===== src/playfair_cipher_engine_top_defines.svh =====
// Assertion macros for the Playfair cipher engine top level.
// Included by playfair_cipher_engine_top.sv; expects clock and reset in scope.
`ifndef PLAYFAIR_CIPHER_ENGINE_TOP_DEFINES_SVH
`define PLAYFAIR_CIPHER_ENGINE_TOP_DEFINES_SVH

// Same-cycle implication, checked on every rising clock edge outside reset.
`define PFC_ASSERT_IMPLY(label, ante, cons) \
   label: assert property (@(posedge clock) disable iff (reset) (ante) |-> (cons)) \
      else $error("pfc assertion failed");

// Next-cycle implication, checked on every rising clock edge outside reset.
`define PFC_ASSERT_NEXT(label, ante, cons) \
   label: assert property (@(posedge clock) disable iff (reset) (ante) |=> (cons)) \
      else $error("pfc assertion failed");

`endif


===== src/pfc_pkg.sv =====
// Shared types, codes and helper functions of the Playfair cipher engine.
// No dependencies; used by the channel interfaces and the top level.
`timescale 1ns / 1ps
`default_nettype none

package pfc_pkg;

   localparam int unsigned ModeW   = 3;
   localparam int unsigned CharW   = 8;
   localparam int unsigned IdxW    = 5;
   localparam int unsigned LetterW = 7;

   localparam logic [ModeW-1:0] MODE_KEY_LETTER = 3'd0;
   localparam logic [ModeW-1:0] MODE_KEY_FINISH = 3'd1;
   localparam logic [ModeW-1:0] MODE_PLAIN      = 3'd2;
   localparam logic [ModeW-1:0] MODE_CIPHER     = 3'd3;
   localparam logic [ModeW-1:0] MODE_END        = 3'd4;

   localparam logic [IdxW-1:0] IDX_I    = 5'd8;
   localparam logic [IdxW-1:0] IDX_J    = 5'd9;
   localparam logic [IdxW-1:0] IDX_X    = 5'd23;
   localparam logic [IdxW-1:0] IDX_Z    = 5'd25;
   localparam logic [IdxW-1:0] IDX_NONE = 5'd26;

   localparam logic [IdxW-1:0] TABLE_SIZE = 5'd25;
   localparam logic [3:0]      GRID       = 4'd5;

   localparam logic [CharW-1:0] CH_UA = 8'h41;
   localparam logic [CharW-1:0] CH_UZ = 8'h5A;
   localparam logic [CharW-1:0] CH_LA = 8'h61;
   localparam logic [CharW-1:0] CH_LZ = 8'h7A;
   localparam logic [CharW-1:0] CASE_OFFSET = 8'h20;

   typedef enum logic [2:0] {
      ST_IDLE,
      ST_FILL,
      ST_POS,
      ST_KEY,
      ST_REJ
   } state_type;

   typedef struct packed {
      logic [LetterW-1:0] letter;
      logic               last;
      logic               status;
   } result_type;

   // Letter index 0..25 with J folded to I, IDX_NONE for a non-letter.
   function automatic logic [IdxW-1:0] letter_index(input logic [CharW-1:0] ch);
      logic [CharW-1:0] c;
      logic [CharW-1:0] v;
      c = ch;
      if (c >= CH_LA && c <= CH_LZ) begin
         c = c - CASE_OFFSET;
      end
      v = c - CH_UA;
      if (c < CH_UA || c > CH_UZ) begin
         return IDX_NONE;
      end else if (v[IdxW-1:0] == IDX_J) begin
         return IDX_I;
      end else begin
         return v[IdxW-1:0];
      end
   endfunction

   // Row of a table slot 0..24: p * 13 / 64 equals p / 5 in that range.
   function automatic logic [2:0] grid_row(input logic [IdxW-1:0] p);
      logic [8:0] m;
      m = {4'd0, p} * 9'd13;
      return m[8:6];
   endfunction

   function automatic logic [2:0] grid_col(input logic [IdxW-1:0] p);
      logic [IdxW-1:0] r5;
      r5 = {2'd0, grid_row(p)} * {1'b0, GRID};
      return 3'(p - r5);
   endfunction

   // Step one place forward (encrypt) or back (decrypt) around the grid.
   function automatic logic [2:0] grid_step(input logic [2:0] c, input logic dec);
      logic [3:0] s;
      s = {1'b0, c} + (dec ? (GRID - 4'd1) : 4'd1);
      if (s >= GRID) begin
         s = s - GRID;
      end
      return s[2:0];
   endfunction

   function automatic logic [IdxW-1:0] grid_slot(input logic [2:0] r, input logic [2:0] c);
      return ({2'd0, r} * {1'b0, GRID}) + {2'd0, c};
   endfunction

endpackage

`default_nettype wire


===== src/pfc_if.sv =====
// Request and response channel interfaces of the Playfair cipher engine.
// Depends on pfc_pkg for field widths.
`timescale 1ns / 1ps
`default_nettype none

interface pfc_req_if import pfc_pkg::*; ();
   logic             valid;
   logic             ready;
   logic [ModeW-1:0] mode;
   logic [CharW-1:0] ch;

   modport source (output valid, output mode, output ch, input ready);
   modport sink (input valid, input mode, input ch, output ready);
endinterface

interface pfc_rsp_if import pfc_pkg::*; ();
   logic               valid;
   logic               ready;
   logic [LetterW-1:0] letter;
   logic               last;
   logic               status;

   modport source (output valid, output letter, output last, output status, input ready);
   modport sink (input valid, input letter, input last, input status, output ready);
endinterface

`default_nettype wire


===== src/playfair_cipher_engine_top.sv =====
// Playfair 5x5 cipher engine: key table build, text preparation and pair ciphering.
// Depends on pfc_pkg, pfc_if and playfair_cipher_engine_top_defines.svh.
//
// Usage:
//  - req_bus carries mode and ch; a request is taken when valid and ready are high.
//  - rsp_bus carries letter, last and status, buffered in a two-entry result queue.
//  - Key letter: no response. Key finish: after the request the engine walks
//    the alphabet one letter a cycle, writing each unused letter other than J into
//    the key memory; no request is taken meanwhile.
//  - A text letter that completes a pair, or an end of message with a held
//    plaintext letter, runs through position memory read, key memory read,
//    then two responses enter the queue. Other text letters and end of message
//    give no response.
//  - Text sent before the key is complete gives one rejection response.
//  - Reset clears the key state and the stream state; the key and position
//    memories hold stale data until a new key is written.
//  - When the receiver stalls, the queue fills and the engine waits in its
//    last step until there is room; requests are held off until then.
`timescale 1ns / 1ps
`default_nettype none
`include "playfair_cipher_engine_top_defines.svh"

module playfair_cipher_engine_top import pfc_pkg::*; (
   input  logic       clock,
   input  logic       reset,
   pfc_req_if.sink    req_bus,
   pfc_rsp_if.source  rsp_bus
);

   state_type         state_ff, state_in;
   logic [IdxW-1:0]   key_count_ff, key_count_in;
   logic              key_ready_ff, key_ready_in;
   logic [25:0]       used_ff, used_in;
   logic [IdxW-1:0]   prev_ff, prev_in;
   logic              prev_valid_ff, prev_valid_in;
   logic [IdxW-1:0]   held_ff, held_in;
   logic              held_valid_ff, held_valid_in;
   logic              dir_ff, dir_in;
   logic              dec_ff, dec_in;
   logic [IdxW-1:0]   fill_x_ff, fill_x_in;

   logic [IdxW-1:0]   key_mem [25];
   logic [IdxW-1:0]   pos_mem [26];
   logic [IdxW-1:0]   pos_a_ff, pos_b_ff;
   logic [IdxW-1:0]   kt_a_ff, kt_b_ff;

   logic              kt_we, pos_we, kt_re, pos_re;
   logic [IdxW-1:0]   kt_waddr, kt_wdata, pos_waddr, pos_wdata;
   logic [IdxW-1:0]   kt_raddr_a, kt_raddr_b, pos_raddr_a, pos_raddr_b;

   result_type        out_mem [2];
   logic              out_wr_ff, out_wr_in;
   logic              out_rd_ff, out_rd_in;
   logic [1:0]        out_count_ff, out_count_in;
   logic [1:0]        push_n;
   logic [1:0]        out_free;
   result_type        res0, res1;

   logic              accept, pop, dec, held_e, prev_e;
   logic [IdxW-1:0]   v;
   logic [IdxW-1:0]   base_count;
   logic [25:0]       base_used;
   logic [2:0]        r1, c1, r2, c2;

   assign accept         = req_bus.valid && req_bus.ready;
   assign pop            = rsp_bus.valid && rsp_bus.ready;
   assign v              = letter_index(req_bus.ch);
   assign dec            = (req_bus.mode == MODE_CIPHER);
   assign held_e         = held_valid_ff && (dir_ff == dec);
   assign prev_e         = prev_valid_ff && (dir_ff == dec);
   assign base_count     = key_ready_ff ? '0 : key_count_ff;
   assign base_used      = key_ready_ff ? '0 : used_ff;
   assign out_free       = 2'd2 - out_count_ff + {1'b0, pop};
   assign r1             = grid_row(pos_a_ff);
   assign c1             = grid_col(pos_a_ff);
   assign r2             = grid_row(pos_b_ff);
   assign c2             = grid_col(pos_b_ff);

   assign req_bus.ready  = (state_ff == ST_IDLE);
   assign rsp_bus.valid  = (out_count_ff != 2'd0);
   assign rsp_bus.letter = out_mem[out_rd_ff].letter;
   assign rsp_bus.last   = out_mem[out_rd_ff].last;
   assign rsp_bus.status = out_mem[out_rd_ff].status;

   always_comb begin
      state_in      = state_ff;
      key_count_in  = key_count_ff;
      key_ready_in  = key_ready_ff;
      used_in       = used_ff;
      prev_in       = prev_ff;
      prev_valid_in = prev_valid_ff;
      held_in       = held_ff;
      held_valid_in = held_valid_ff;
      dir_in        = dir_ff;
      dec_in        = dec_ff;
      fill_x_in     = fill_x_ff;
      kt_we         = 1'b0;
      kt_waddr      = key_count_ff;
      kt_wdata      = v;
      pos_we        = 1'b0;
      pos_waddr     = v;
      pos_wdata     = key_count_ff;
      pos_re        = 1'b0;
      pos_raddr_a   = held_ff;
      pos_raddr_b   = v;
      kt_re         = 1'b0;
      kt_raddr_a    = '0;
      kt_raddr_b    = '0;
      push_n        = 2'd0;
      res0          = '{letter: {2'd0, kt_a_ff} + CH_UA[LetterW-1:0], last: 1'b0,
                        status: 1'b0};
      res1          = '{letter: {2'd0, kt_b_ff} + CH_UA[LetterW-1:0], last: 1'b1,
                        status: 1'b0};

      case (state_ff)
         ST_IDLE: begin
            if (accept) begin
               case (req_bus.mode)
                  MODE_KEY_LETTER: begin
                     if (key_ready_ff) begin
                        key_ready_in  = 1'b0;
                        held_in       = '0;
                        held_valid_in = 1'b0;
                        prev_in       = '0;
                        prev_valid_in = 1'b0;
                     end
                     used_in      = base_used;
                     key_count_in = base_count;
                     if (v != IDX_NONE && !base_used[v] && base_count < TABLE_SIZE) begin
                        kt_we        = 1'b1;
                        kt_waddr     = base_count;
                        pos_we       = 1'b1;
                        pos_wdata    = base_count;
                        used_in[v]   = 1'b1;
                        key_count_in = base_count + 5'd1;
                     end
                  end
                  MODE_KEY_FINISH: begin
                     fill_x_in = '0;
                     state_in  = ST_FILL;
                  end
                  MODE_PLAIN, MODE_CIPHER: begin
                     if (!key_ready_ff) begin
                        state_in = ST_REJ;
                     end else if (v != IDX_NONE) begin
                        dir_in = dec;
                        dec_in = dec;
                        if (dir_ff != dec) begin
                           held_in       = '0;
                           held_valid_in = 1'b0;
                           prev_in       = '0;
                           prev_valid_in = 1'b0;
                        end
                        if (!dec && prev_e && prev_ff == v) begin
                           prev_in       = v;
                           prev_valid_in = 1'b1;
                           pos_re        = 1'b1;
                           state_in      = ST_POS;
                           if (held_e) begin
                              pos_raddr_a   = held_ff;
                              pos_raddr_b   = IDX_X;
                              held_in       = v;
                              held_valid_in = 1'b1;
                           end else begin
                              pos_raddr_a   = IDX_X;
                              pos_raddr_b   = v;
                              held_in       = IDX_X;
                              held_valid_in = 1'b0;
                           end
                        end else begin
                           if (!dec) begin
                              prev_in       = v;
                              prev_valid_in = 1'b1;
                           end
                           if (held_e) begin
                              pos_re        = 1'b1;
                              pos_raddr_a   = held_ff;
                              pos_raddr_b   = v;
                              held_valid_in = 1'b0;
                              state_in      = ST_POS;
                           end else begin
                              held_in       = v;
                              held_valid_in = 1'b1;
                           end
                        end
                     end
                  end
                  MODE_END: begin
                     if (held_valid_ff && !dir_ff && key_ready_ff) begin
                        pos_re      = 1'b1;
                        pos_raddr_a = held_ff;
                        pos_raddr_b = IDX_X;
                        dec_in      = 1'b0;
                        state_in    = ST_POS;
                     end
                     held_in       = '0;
                     held_valid_in = 1'b0;
                     prev_in       = '0;
                     prev_valid_in = 1'b0;
                  end
                  default: begin
                  end
               endcase
            end
         end
         ST_FILL: begin
            if (fill_x_ff != IDX_J && !used_ff[fill_x_ff] && key_count_ff < TABLE_SIZE) begin
               kt_we                = 1'b1;
               kt_waddr             = key_count_ff;
               kt_wdata             = fill_x_ff;
               pos_we               = 1'b1;
               pos_waddr            = fill_x_ff;
               pos_wdata            = key_count_ff;
               used_in[fill_x_ff]   = 1'b1;
               key_count_in         = key_count_ff + 5'd1;
            end
            if (fill_x_ff == IDX_Z) begin
               key_ready_in  = 1'b1;
               held_in       = '0;
               held_valid_in = 1'b0;
               prev_in       = '0;
               prev_valid_in = 1'b0;
               state_in      = ST_IDLE;
            end else begin
               fill_x_in = fill_x_ff + 5'd1;
            end
         end
         ST_POS: begin
            kt_re = 1'b1;
            if (r1 == r2) begin
               kt_raddr_a = grid_slot(r1, grid_step(c1, dec_ff));
               kt_raddr_b = grid_slot(r2, grid_step(c2, dec_ff));
            end else if (c1 == c2) begin
               kt_raddr_a = grid_slot(grid_step(r1, dec_ff), c1);
               kt_raddr_b = grid_slot(grid_step(r2, dec_ff), c2);
            end else begin
               kt_raddr_a = grid_slot(r1, c2);
               kt_raddr_b = grid_slot(r2, c1);
            end
            state_in = ST_KEY;
         end
         ST_KEY: begin
            if (out_free == 2'd2) begin
               push_n   = 2'd2;
               state_in = ST_IDLE;
            end
         end
         ST_REJ: begin
            res0 = '{letter: '0, last: 1'b1, status: 1'b1};
            if (out_free != 2'd0) begin
               push_n   = 2'd1;
               state_in = ST_IDLE;
            end
         end
         default: begin
            state_in = ST_IDLE;
         end
      endcase
   end

   assign out_wr_in    = out_wr_ff ^ push_n[0];
   assign out_rd_in    = out_rd_ff ^ pop;
   assign out_count_in = out_count_ff + push_n - {1'b0, pop};

   always_ff @(posedge clock) begin
      if (reset) begin
         state_ff      <= ST_IDLE;
         key_count_ff  <= '0;
         key_ready_ff  <= 1'b0;
         used_ff       <= '0;
         prev_ff       <= '0;
         prev_valid_ff <= 1'b0;
         held_ff       <= '0;
         held_valid_ff <= 1'b0;
         dir_ff        <= 1'b0;
         dec_ff        <= 1'b0;
         fill_x_ff     <= '0;
         out_wr_ff     <= 1'b0;
         out_rd_ff     <= 1'b0;
         out_count_ff  <= '0;
      end else begin
         state_ff      <= state_in;
         key_count_ff  <= key_count_in;
         key_ready_ff  <= key_ready_in;
         used_ff       <= used_in;
         prev_ff       <= prev_in;
         prev_valid_ff <= prev_valid_in;
         held_ff       <= held_in;
         held_valid_ff <= held_valid_in;
         dir_ff        <= dir_in;
         dec_ff        <= dec_in;
         fill_x_ff     <= fill_x_in;
         out_wr_ff     <= out_wr_in;
         out_rd_ff     <= out_rd_in;
         out_count_ff  <= out_count_in;
      end
   end

   always_ff @(posedge clock) begin
      if (kt_we) begin
         key_mem[kt_waddr] <= kt_wdata;
      end
      if (kt_re) begin
         kt_a_ff <= key_mem[kt_raddr_a];
         kt_b_ff <= key_mem[kt_raddr_b];
      end
   end

   always_ff @(posedge clock) begin
      if (pos_we) begin
         pos_mem[pos_waddr] <= pos_wdata;
      end
      if (pos_re) begin
         pos_a_ff <= pos_mem[pos_raddr_a];
         pos_b_ff <= pos_mem[pos_raddr_b];
      end
   end

   always_ff @(posedge clock) begin
      if (push_n != 2'd0) begin
         out_mem[out_wr_ff] <= res0;
      end
      if (push_n == 2'd2) begin
         out_mem[~out_wr_ff] <= res1;
      end
   end

   `PFC_ASSERT_IMPLY(a_ready_full_key, key_ready_ff, key_count_ff == TABLE_SIZE)
   `PFC_ASSERT_IMPLY(a_queue_bound, 1'b1, out_count_ff <= 2'd2)
   `PFC_ASSERT_IMPLY(a_reject_form, rsp_bus.valid && rsp_bus.status, rsp_bus.letter == '0 && rsp_bus.last)
   `PFC_ASSERT_NEXT(a_finish_fills, accept && req_bus.mode == MODE_KEY_FINISH, state_ff == ST_FILL)

endmodule

`default_nettype wire

===== src/flat_wrapper.sv =====
// flat-port wrapper written by rule: the top's interface ports become plain ports
module playfair_cipher_engine_top_flat import pfc_pkg::*;
  (clock, reset, req_bus_valid, req_bus_mode, req_bus_ch, req_bus_ready, rsp_bus_valid, rsp_bus_letter, rsp_bus_last, rsp_bus_status, rsp_bus_ready);
  pfc_req_if req_bus_i ();
  pfc_rsp_if rsp_bus_i ();
  input  logic clock;
  input  logic reset;
  input wire logic [$bits(req_bus_i.valid)-1:0] req_bus_valid;
  input wire logic [$bits(req_bus_i.mode)-1:0] req_bus_mode;
  input wire logic [$bits(req_bus_i.ch)-1:0] req_bus_ch;
  output wire logic [$bits(req_bus_i.ready)-1:0] req_bus_ready;
  output wire logic [$bits(rsp_bus_i.valid)-1:0] rsp_bus_valid;
  output wire logic [$bits(rsp_bus_i.letter)-1:0] rsp_bus_letter;
  output wire logic [$bits(rsp_bus_i.last)-1:0] rsp_bus_last;
  output wire logic [$bits(rsp_bus_i.status)-1:0] rsp_bus_status;
  input wire logic [$bits(rsp_bus_i.ready)-1:0] rsp_bus_ready;
  assign req_bus_i.valid = req_bus_valid;
  assign req_bus_i.mode = req_bus_mode;
  assign req_bus_i.ch = req_bus_ch;
  assign req_bus_ready = req_bus_i.ready;
  assign rsp_bus_valid = rsp_bus_i.valid;
  assign rsp_bus_letter = rsp_bus_i.letter;
  assign rsp_bus_last = rsp_bus_i.last;
  assign rsp_bus_status = rsp_bus_i.status;
  assign rsp_bus_i.ready = rsp_bus_ready;
  playfair_cipher_engine_top u_core (.clock(clock), .reset(reset), .req_bus(req_bus_i), .rsp_bus(rsp_bus_i));
endmodule

===== config.mk =====
export PLATFORM = sky130hd
export DESIGN_NAME = playfair_cipher_engine_top_flat
export DESIGN_NICKNAME = d
export VERILOG_FILES = /design/src/pfc_pkg.sv /design/src/pfc_if.sv /design/src/playfair_cipher_engine_top.sv /design/src/flat_wrapper.sv
export VERILOG_INCLUDE_DIRS = /design/src /design/src/src
export SDC_FILE = /design/constraint.sdc
export NUM_CORES = 1
export LEC_CHECK = 0
export BUFFER_PORTS_ARGS = -buffer_cell sky130_fd_sc_hd__buf_4
export CORE_UTILIZATION = 45
export DETAILED_ROUTE_END_ITERATION = 10
export GPL_TIMING_DRIVEN = 0
export PLACE_DENSITY = 0.68
export SYNTH_ARGS = -nofsm -noshare
export SYNTH_HDL_FRONTEND = slang
export SYNTH_SLANG_ARGS = --single-unit

===== constraint.sdc =====
create_clock -name clock -period 20.6 [get_ports clock]
set_input_delay 2.06 -clock clock [delete_from_list [all_inputs] [get_ports clock]]
set_output_delay 2.06 -clock clock [all_outputs]
set_load 0.005 [all_outputs]

==> results of run 1 <==
[metrics by stage]
stage / power (mW) / area (um^2)
2_1_floorplan: 1.034 / 21680
5_1_grt: 1.989 / 24180
4_1_cts: 1.930 / 24160
3_5_place_dp: 1.166 / 22730
6_report: 1.930 / 24180
3_3_place_gp: 1.153 / 22620
[power by group]
group / switching [mW] / leakage [nW] / internal, mW / total [mW]
Clock: 0.307 / 0.680 / 0.460 / 0.767
Combinational: 0.235 / 5.47 / 0.108 / 0.342
Sequential: 0.0153 / 3.12 / 0.806 / 0.821
Total: 0.557 / 9.27 / 1.37 / 1.93
[synth_stat cells (all sizes together) (15+ instances only)]
cell type  instances  area (um^2)
a211oi            41        307.8
a21o              15        112.6
a21oi            123        619.4
a22oi             17        127.6
a31oi             35        225.2
a32o              38        380.4
and3              45        281.5
buf               53        306.5
clkbuf            80        300.3
dfxtp             64         1281
edfxtp           287         8618
ha                95         1189
inv               67        251.5
mux2              31        349.1
mux2i            147         1471
nand2            320         1201
nand2b            17        106.4
nand3             55        275.3
nand4             19        118.9
nor2             120        465.5
nor2b             21        131.4
nor3              81        410.4
o211ai            15        112.6
o21ai             76        380.4
xnor2             40        369.1
xor2              25        219.0
[layout make-up]
type	instances	area share [%]
clock inverter	28	1.361
sequential	351	40.94
tap	615	3.182
multi-input combinational	1586	45.37
inverter	69	1.071
timing repair buffer	27	1.025
clock buffer	49	4.543
buffer	133	2.510
[worst max-delay path, stage by stage (launching register included)]
cell and delay [ns]:
edfxtp_1 0.50, ha_1 0.34, fa_1 0.47, ha_1 0.29
nand4_1 0.14, a211oi_1 0.29, xor2_1 0.91, fa_1 0.61
inv_1 0.26, ha_1 0.30, inv_1 0.09, ha_1 0.17
nor2b_1 0.17, o2bb2ai_1 0.07, a211oi_1 0.45, xnor2_1 0.19
ha_1 0.20, inv_1 0.06, fa_1 0.41, xor2_1 0.38
or3b_2 0.49, a21oi_1 0.81, buf_2 0.45, a32o_1 0.21
a211oi_1 0.06, mux2i_1 0.38, mux2i_1 0.18
[path summary, 6_finish.rpt]
kind / from / to / slack [ns] / depth (start not counted)
worst max-delay path: u_core.pos_a_ff[2] / u_core.kt_a_ff[0] / 11.40 / 26
worst min-delay path: u_core.out_mem[0][0] / u_core.out_mem[0][0] / 0.45 / 2
worst max register to register: u_core.pos_a_ff[2] / u_core.kt_a_ff[0] / 11.40 / 26
worst min register to register: u_core.out_mem[0][0] / u_core.out_mem[0][0] / 0.45 / 2
[metal layers]
layer / vias up / wire [um] / track usage, %
li1: 8196 / - / -
met1: 8815 / 27880 / 36.93
met2: 1059 / 31370 / 43.93
met3: 192 / 6497 / 5.221
met4: 0 / 2873 / 11.58
met5: - / 0 / 0
[registers in the layout, summed over array words and instances (netlist names), 2 cells and up]
register	count
u_core.kt_b_ff	5
u_core.pos_a_ff	5
u_core.fill_x_ff	5
u_core.used_ff	26
u_core.out_count_ff	2
u_core.key_mem	125
u_core.pos_mem	130
u_core.out_mem	18
u_core.prev_ff	5
u_core.state_ff	3
u_core.kt_a_ff	5
u_core.held_ff	5
u_core.pos_b_ff	5
u_core.key_count_ff	5
[cells by family after synthesis]
logic type / Yosys count / share of synthesized area [%]
DFF: 351 / 45.66
xor gates and xnor gates: 68 / 3.024
buffers and inverters: 202 / 3.993
muxes: 191 / 9.747
and+or+nand+nor: 750 / 16.22
adders and majority gates: 106 / 6.452
AOI/OAI and AO/OA: 471 / 14.91
==> impl_results.md, run 1 <==
* Outcome: complete, but fails checks
* Failing checks: capacitance limit, slew limit
* Multi-input logic area at 10,970 um^2
* Leak at 9.271 nW
* Clock buffer count from CTS at 42
* Drt wl/cell at 24.01 um
* First-pass GRT wire length at 104.5 mm
* Max-cap violations at 1
* Via count at 18,260
* Final Non-Filler Cells at 2,858
* Final min period at 9.195 ns
* Crit path DAT at 9.49 ns
* Drt drc at 0
* Final slew viol count at 6
* Critical Path RT at 20.89 ns
* Number of antenna violations at the first check in global routing at 0
* Initial Util at 45.50%
* RSZ-0062 raised after global routing: false
* Filler cell count at 4,240
* Latest clock arrival within the worst-skew pair at 0.59 ns
* Final worst-path setup slack at 11.40 ns
* Clk_skew at 0.04115 ns
* Total grt overflow at 0
* WL final at 68.63 mm
* Most frequent cells in the layout: 320 x nand2_1, 287 x edfxtp_1, 147 x mux2i_1
* Ys Warns at 0
* Post-synthesis cell type count at 84
* Register area share after synthesis at 45.66%
* HPWL after DPL at 50.11 mm
* Area growth syn-to-layout at 11.53%
* Placed Cells at 2,780
* Asr flop ratio synth at 0%
* Post-Synthesis Net Count at 2,259
* Final nets at 2,330
* Final period util at 44.64%
* Util after Layout at 50.75%
* Max_slew headroom at -1.583%
* CTS sink count at 351
* Die height at 221.5 um
* Worst-path fanout max at 10
* Final Hold Fails at 0
* Peak Freq at 0.1088 GHz
* Post-synthesis cell area at 21,680 um^2
* VDD IR max at 0.1281 mV
* CTS Hold Bufs at 0
* Synthesized area per cell at 10.14 um^2
* CTS tree: built
* Largest net degree at the start of global routing at 32
* PD cells at 79.83 nW/um^2
* Flip-flop and latch area at 9899 um^2
* CP Class: reg2reg
* CTS root buf: clkbuf_16
* Drt first pass iters at 6
* Critical path launch point type: flop
* Top_reg_cell synth: edfxtp_1
* Final hold slack at 0.4522 ns
* Vias in the first global route at 17,650
* Crit end category: flop
* Final setup vio count at 0
* Worst-Margin Slew at 1.504 ns
* Layout cells sized above 1 at 9.452%
* Number of synthesized flops with an enable pin at 287
* Die area at 49,060 um^2
* DRT antenna net count at 0
* Ports at 26
* Most common cell after layout, fill and taps aside: nand2_1
* # rows at 80
* #FFs+latches synth at 351
* IO Port Bufs at 22
* Cells after synthesis at 2,139
* ANT cells at 0
* 1st-iter DRT viols at 2,228
* Placement Setup Slack at 11.62 ns
* Total core area at 47,650 um^2
* Worst Hold Class: reg2reg
* GP Congestion at 0.9618
* Die X at 221.5 um
* Vias/cell at 6.390
* Total negative slack at 0 ns
* Post-cts sizing count at 0
* Postcts setup bufs at 0
* Clock Tree Buf Depth at 3
* Clock transition at path regs at 0.06 ns
* Htree depth at 2
* Overall routing resource usage at 27.60%
Power figures use the tool's default switching activity.
==> run 2, diff against run 1 <==
- PLACE_DENSITY: 0.68 -> 0.7
- clock period: 20.6 -> 8.4 ns (I/O delays scaled with it)
==> run 2 against run 1 <==
  * The run ends with capacitance limit left
  * Combinational power increased by 140%
  * Hold slack worse by 0.0086 ns
  * Clock skew down 0.023 ns
  * Final cell count is essentially flat
  * Power rose by 140%
  * Sequential share of layout area increased by 0.066 points
  * Register-to-register slack lost 11 ns
  * Critical path depth unchanged
  * Clock power is 120% higher
  * Routed wire length fell by 0.35%
  * First-iteration DRC count shrank 0.58%
==> impl_results.md, run 2 (same netlist as run 1, synthesis figures left out) <==
* CP Class: reg2reg
* Crit-path max cell delay at 0.57 ns (-0.34 ns)
* 1st-iter DRT viols at 2,215 (-0.58%)
* Overall routing resource usage at 27.59% (about the same)
* Critical Path Most Common Cell: ha_1
* Placed Cells at 2,781 (+0.036%)
* First-pass GRT wire length at 104.1 mm (-0.46%)
* # rows at 80 (unchanged)
* Drt first pass iters at 6 (unchanged)
* GP Congestion at 0.9624 (about the same)
* Filler cell count at 4,260 (+0.47%)
* Clock Tree Buf Depth at 3 (unchanged)
* Largest net degree at the start of global routing at 32 (unchanged)
* Largest regs: u_core.pos_mem x130, u_core.key_mem x125, u_core.used_ff x26
* Leak at 9.254 nW (-0.19%)
* Util after Layout at 50.67% (-0.082 points)
* Peak Freq at 0.1231 GHz (+13%)
* Critical Path End: u_core.kt_a_ff[0]
* Die X at 221.5 um (unchanged)
* Final period util at 96.69% (+52 points)
* Clock Power Share at 37.7% (-2.0 points)
* Clock transition at path regs at 0.06 ns (about the same)
* WP depth at 26 (unchanged)
* Vias in the first global route at 17,780 (+0.76%)
* Critical path launch point type: flop
* Final Non-Filler Cells at 2,860 (+0.070%)
* Final worst-path setup slack at 0.2782 ns (-11.13 ns)
* PD cells at 189.6 nW/um^2 (+140%)
* Final nets at 2,333 (+0.13%)
* Worst-path fanout max at 10 (unchanged)
* Number of antenna violations at the first check in global routing at 1 (+1)
* CTS tree: built
* Die area at 49,060 um^2 (unchanged)
* Via count at 18,150 (-0.60%)
* Sw Ratio at 28.98% (+0.11 points)
* Drt wl/cell at 23.91 um (-0.42%)
* Area growth syn-to-layout at 11.35%
* Outcome: complete, but fails checks
* Power Total at 4.577 mW (+140%)
* Reg2reg path depth at 26 (unchanged)
* Most common cell after layout, fill and taps aside: nand2_1
* Most frequent cells in the layout: 320 x nand2_1, 287 x edfxtp_1, 147 x mux2i_1
* Clk_skew at 0.01832 ns (-0.02282 ns)
* Final slew viol count at 0 (-6)
* Critical Path RT at 8.68 ns (-12.21 ns)
* Psw at 1.326 mW (+140%)
* VDD IR max at 0.1979 mV (+55%)
* Drt drc at 0 (unchanged)
* CP bufs+invs at 3 (-1)
* Die height at 221.5 um (unchanged)
* Final setup vio count at 0 (unchanged)
* RR Endpoint: u_core.kt_a_ff[0]
* HPWL after DPL at 50.54 mm (+0.86%)
* Failing checks: capacitance limit
* Max_slew headroom at 0.1076% (+1.7 points)
* Clock buffer count from CTS at 41 (-2.4%)
* Largest Register: u_core.pos_mem
* Worst path top cell family by delay: adder cells
* Layout cells sized above 1 at 9.630% (+0.18 points)
* Flop pwr share at 44.1% (+1.6 points)
* Worst-Margin Slew at 1.488 ns (-0.01576 ns)
* Total grt overflow at 0 (unchanged)
* Worst Hold Class: reg2reg
* Max-cap violations at 1 (unchanged)
* Final Hold Fails at 0 (unchanged)
* Final min period at 8.122 ns (-1.073 ns)
* Max reg flops at 130 (unchanged)
* CTS root buf: clkbuf_16
* CTS Hold Bufs at 0 (unchanged)
* Latest clock arrival within the worst-skew pair at 0.57 ns (-0.02 ns)
* Ports at 26 (unchanged)
* Gate power share at 18.3% (+0.6 points)
* WL final at 68.38 mm (-0.35%)
* Vias/cell at 6.347 (-0.67%)
* Initial Util at 45.50% (unchanged)
* R2R setup slack at 0.28 ns (-11.13 ns)
* Placement Setup Slack at -0.7323 ns (-12.36 ns)
* CTS sink count at 351 (unchanged)
* Slowest CP cell: xnor2_1
* Htree depth at 2 (unchanged)
* CP Launch Point: u_core.pos_a_ff[2]
* IO Port Bufs at 22 (unchanged)
* Total core area at 47,650 um^2 (unchanged)
* DRT antenna net count at 0 (unchanged)
* Crit path DAT at 8.41 ns (-1.08 ns)
* RR Startpoint: u_core.pos_a_ff[2]
* Crit end category: flop
* P_int at 3.251 mW (+140%)
## run 2: changes by cell type in the layout (fill, tap and decap cells not counted), moves of 3 or more
| cell | before | now |
|---|---|---|
| bufinv_16 | 6 | 3 |
| clkinvlp_4 | 6 | 0 |
| xor2_1 | 25 | 22 |
| xor2_2 | 0 | 3 |
| clkbuf_1 | 86 | 90 |
## run 2: worst min-delay path by stage
| stage | start | end | slack, ns | cells past startpoint |
|---|---|---|---|---|
| floorplan | u_core.out_mem[1][0] | u_core.out_mem[1][0] | 0.42 | 2 |
| global placement | u_core.out_mem[1][0] | u_core.out_mem[1][0] | 0.43 | 2 |
| global route | u_core.out_mem[0][0] | u_core.out_mem[0][0] | 0.46 | 2 |
| CTS | u_core.out_mem[0][0] | u_core.out_mem[0][0] | 0.44 | 2 |
| detailed placement | u_core.out_mem[0][0] | u_core.out_mem[0][0] | 0.43 | 2 |
| finish | u_core.out_mem[0][0] | u_core.out_mem[0][0] | 0.44 | 2 |
## run 2: area by class of cell
class	instances	area, um^2	share of cell area [%]
Inverter	69	259.0	1.073
Clock buffer	53	1091	4.519
Timing Repair Buffer	31	295.3	1.223
Antenna cell	2	5.005	0.02073
Buffer	133	606.8	2.514
Tap cell	615	769.5	3.187
Clock inverter	20	176.4	0.7308
Sequential cell	351	9899	41.01
Multi-Input combinational cell	1586	11040	45.73
## run 2: power by group through the flow
stage / clock network [mW] / logic, mW / registers, mW
final: 1.72 / 0.837 / 2.02
after global routing: 1.80 / 0.894 / 2.02
after CTS: 1.74 / 0.810 / 2.01
after detailed placement: 0 / 0.806 / 2.05
after global placement: 0 / 0.768 / 2.05
after floorplan: 0 / 0.499 / 2.04
## run 2: metal layers
layer  GRT usage (%)  wire (um)  up-vias
met3           5.341       6871      201
li1                -          -     8200
met5               0          0        -
met4           11.72       2700        0
met1           36.52      27560     8720
met2           44.26      31250     1032
## run 2: what timing repair did
action                                  CTS  global route
setup buffers                             1             1
pin swaps                                 1             1
resized for setup                         6             8
endpoints found under the setup margin   10            10
## run 2: worst reg2reg max path: stages, from the launching register on
cell	delay (ns)
edfxtp_1	0.49
ha_1	0.34
fa_1	0.46
ha_1	0.29
nand4_1	0.14
a21oi_1	0.20
xnor2_1	0.19
inv_1	0.21
ha_1	0.24
fa_1	0.38
xnor2_1	0.17
xnor2_1	0.57
ha_1	0.41
nor3b_1	0.28
a211oi_2	0.11
xnor2_1	0.21
ha_1	0.22
inv_1	0.06
fa_1	0.43
xor2_2	0.34
or3b_2	0.52
a21oi_4	0.39
buf_2	0.39
a32o_1	0.21
a211oi_1	0.07
mux2i_1	0.38
mux2i_1	0.17
## run 2: through the flow
| stage | TNS [ns] | cell area, um^2 | hold WS, ns |
|---|---|---|---|
| 2_1_floorplan | 0 | 21680 | 0.4183 |
| 3_3_place_gp | -5.821 | 22620 | 0.4287 |
| 3_5_place_dp | -4.502 | 22750 | 0.4346 |
| 4_1_cts | 0 | 24060 | 0.4419 |
| 5_1_grt | -0.04240 | 24140 | 0.4556 |
| 6_report | 0 | 24140 | 0.4436 |
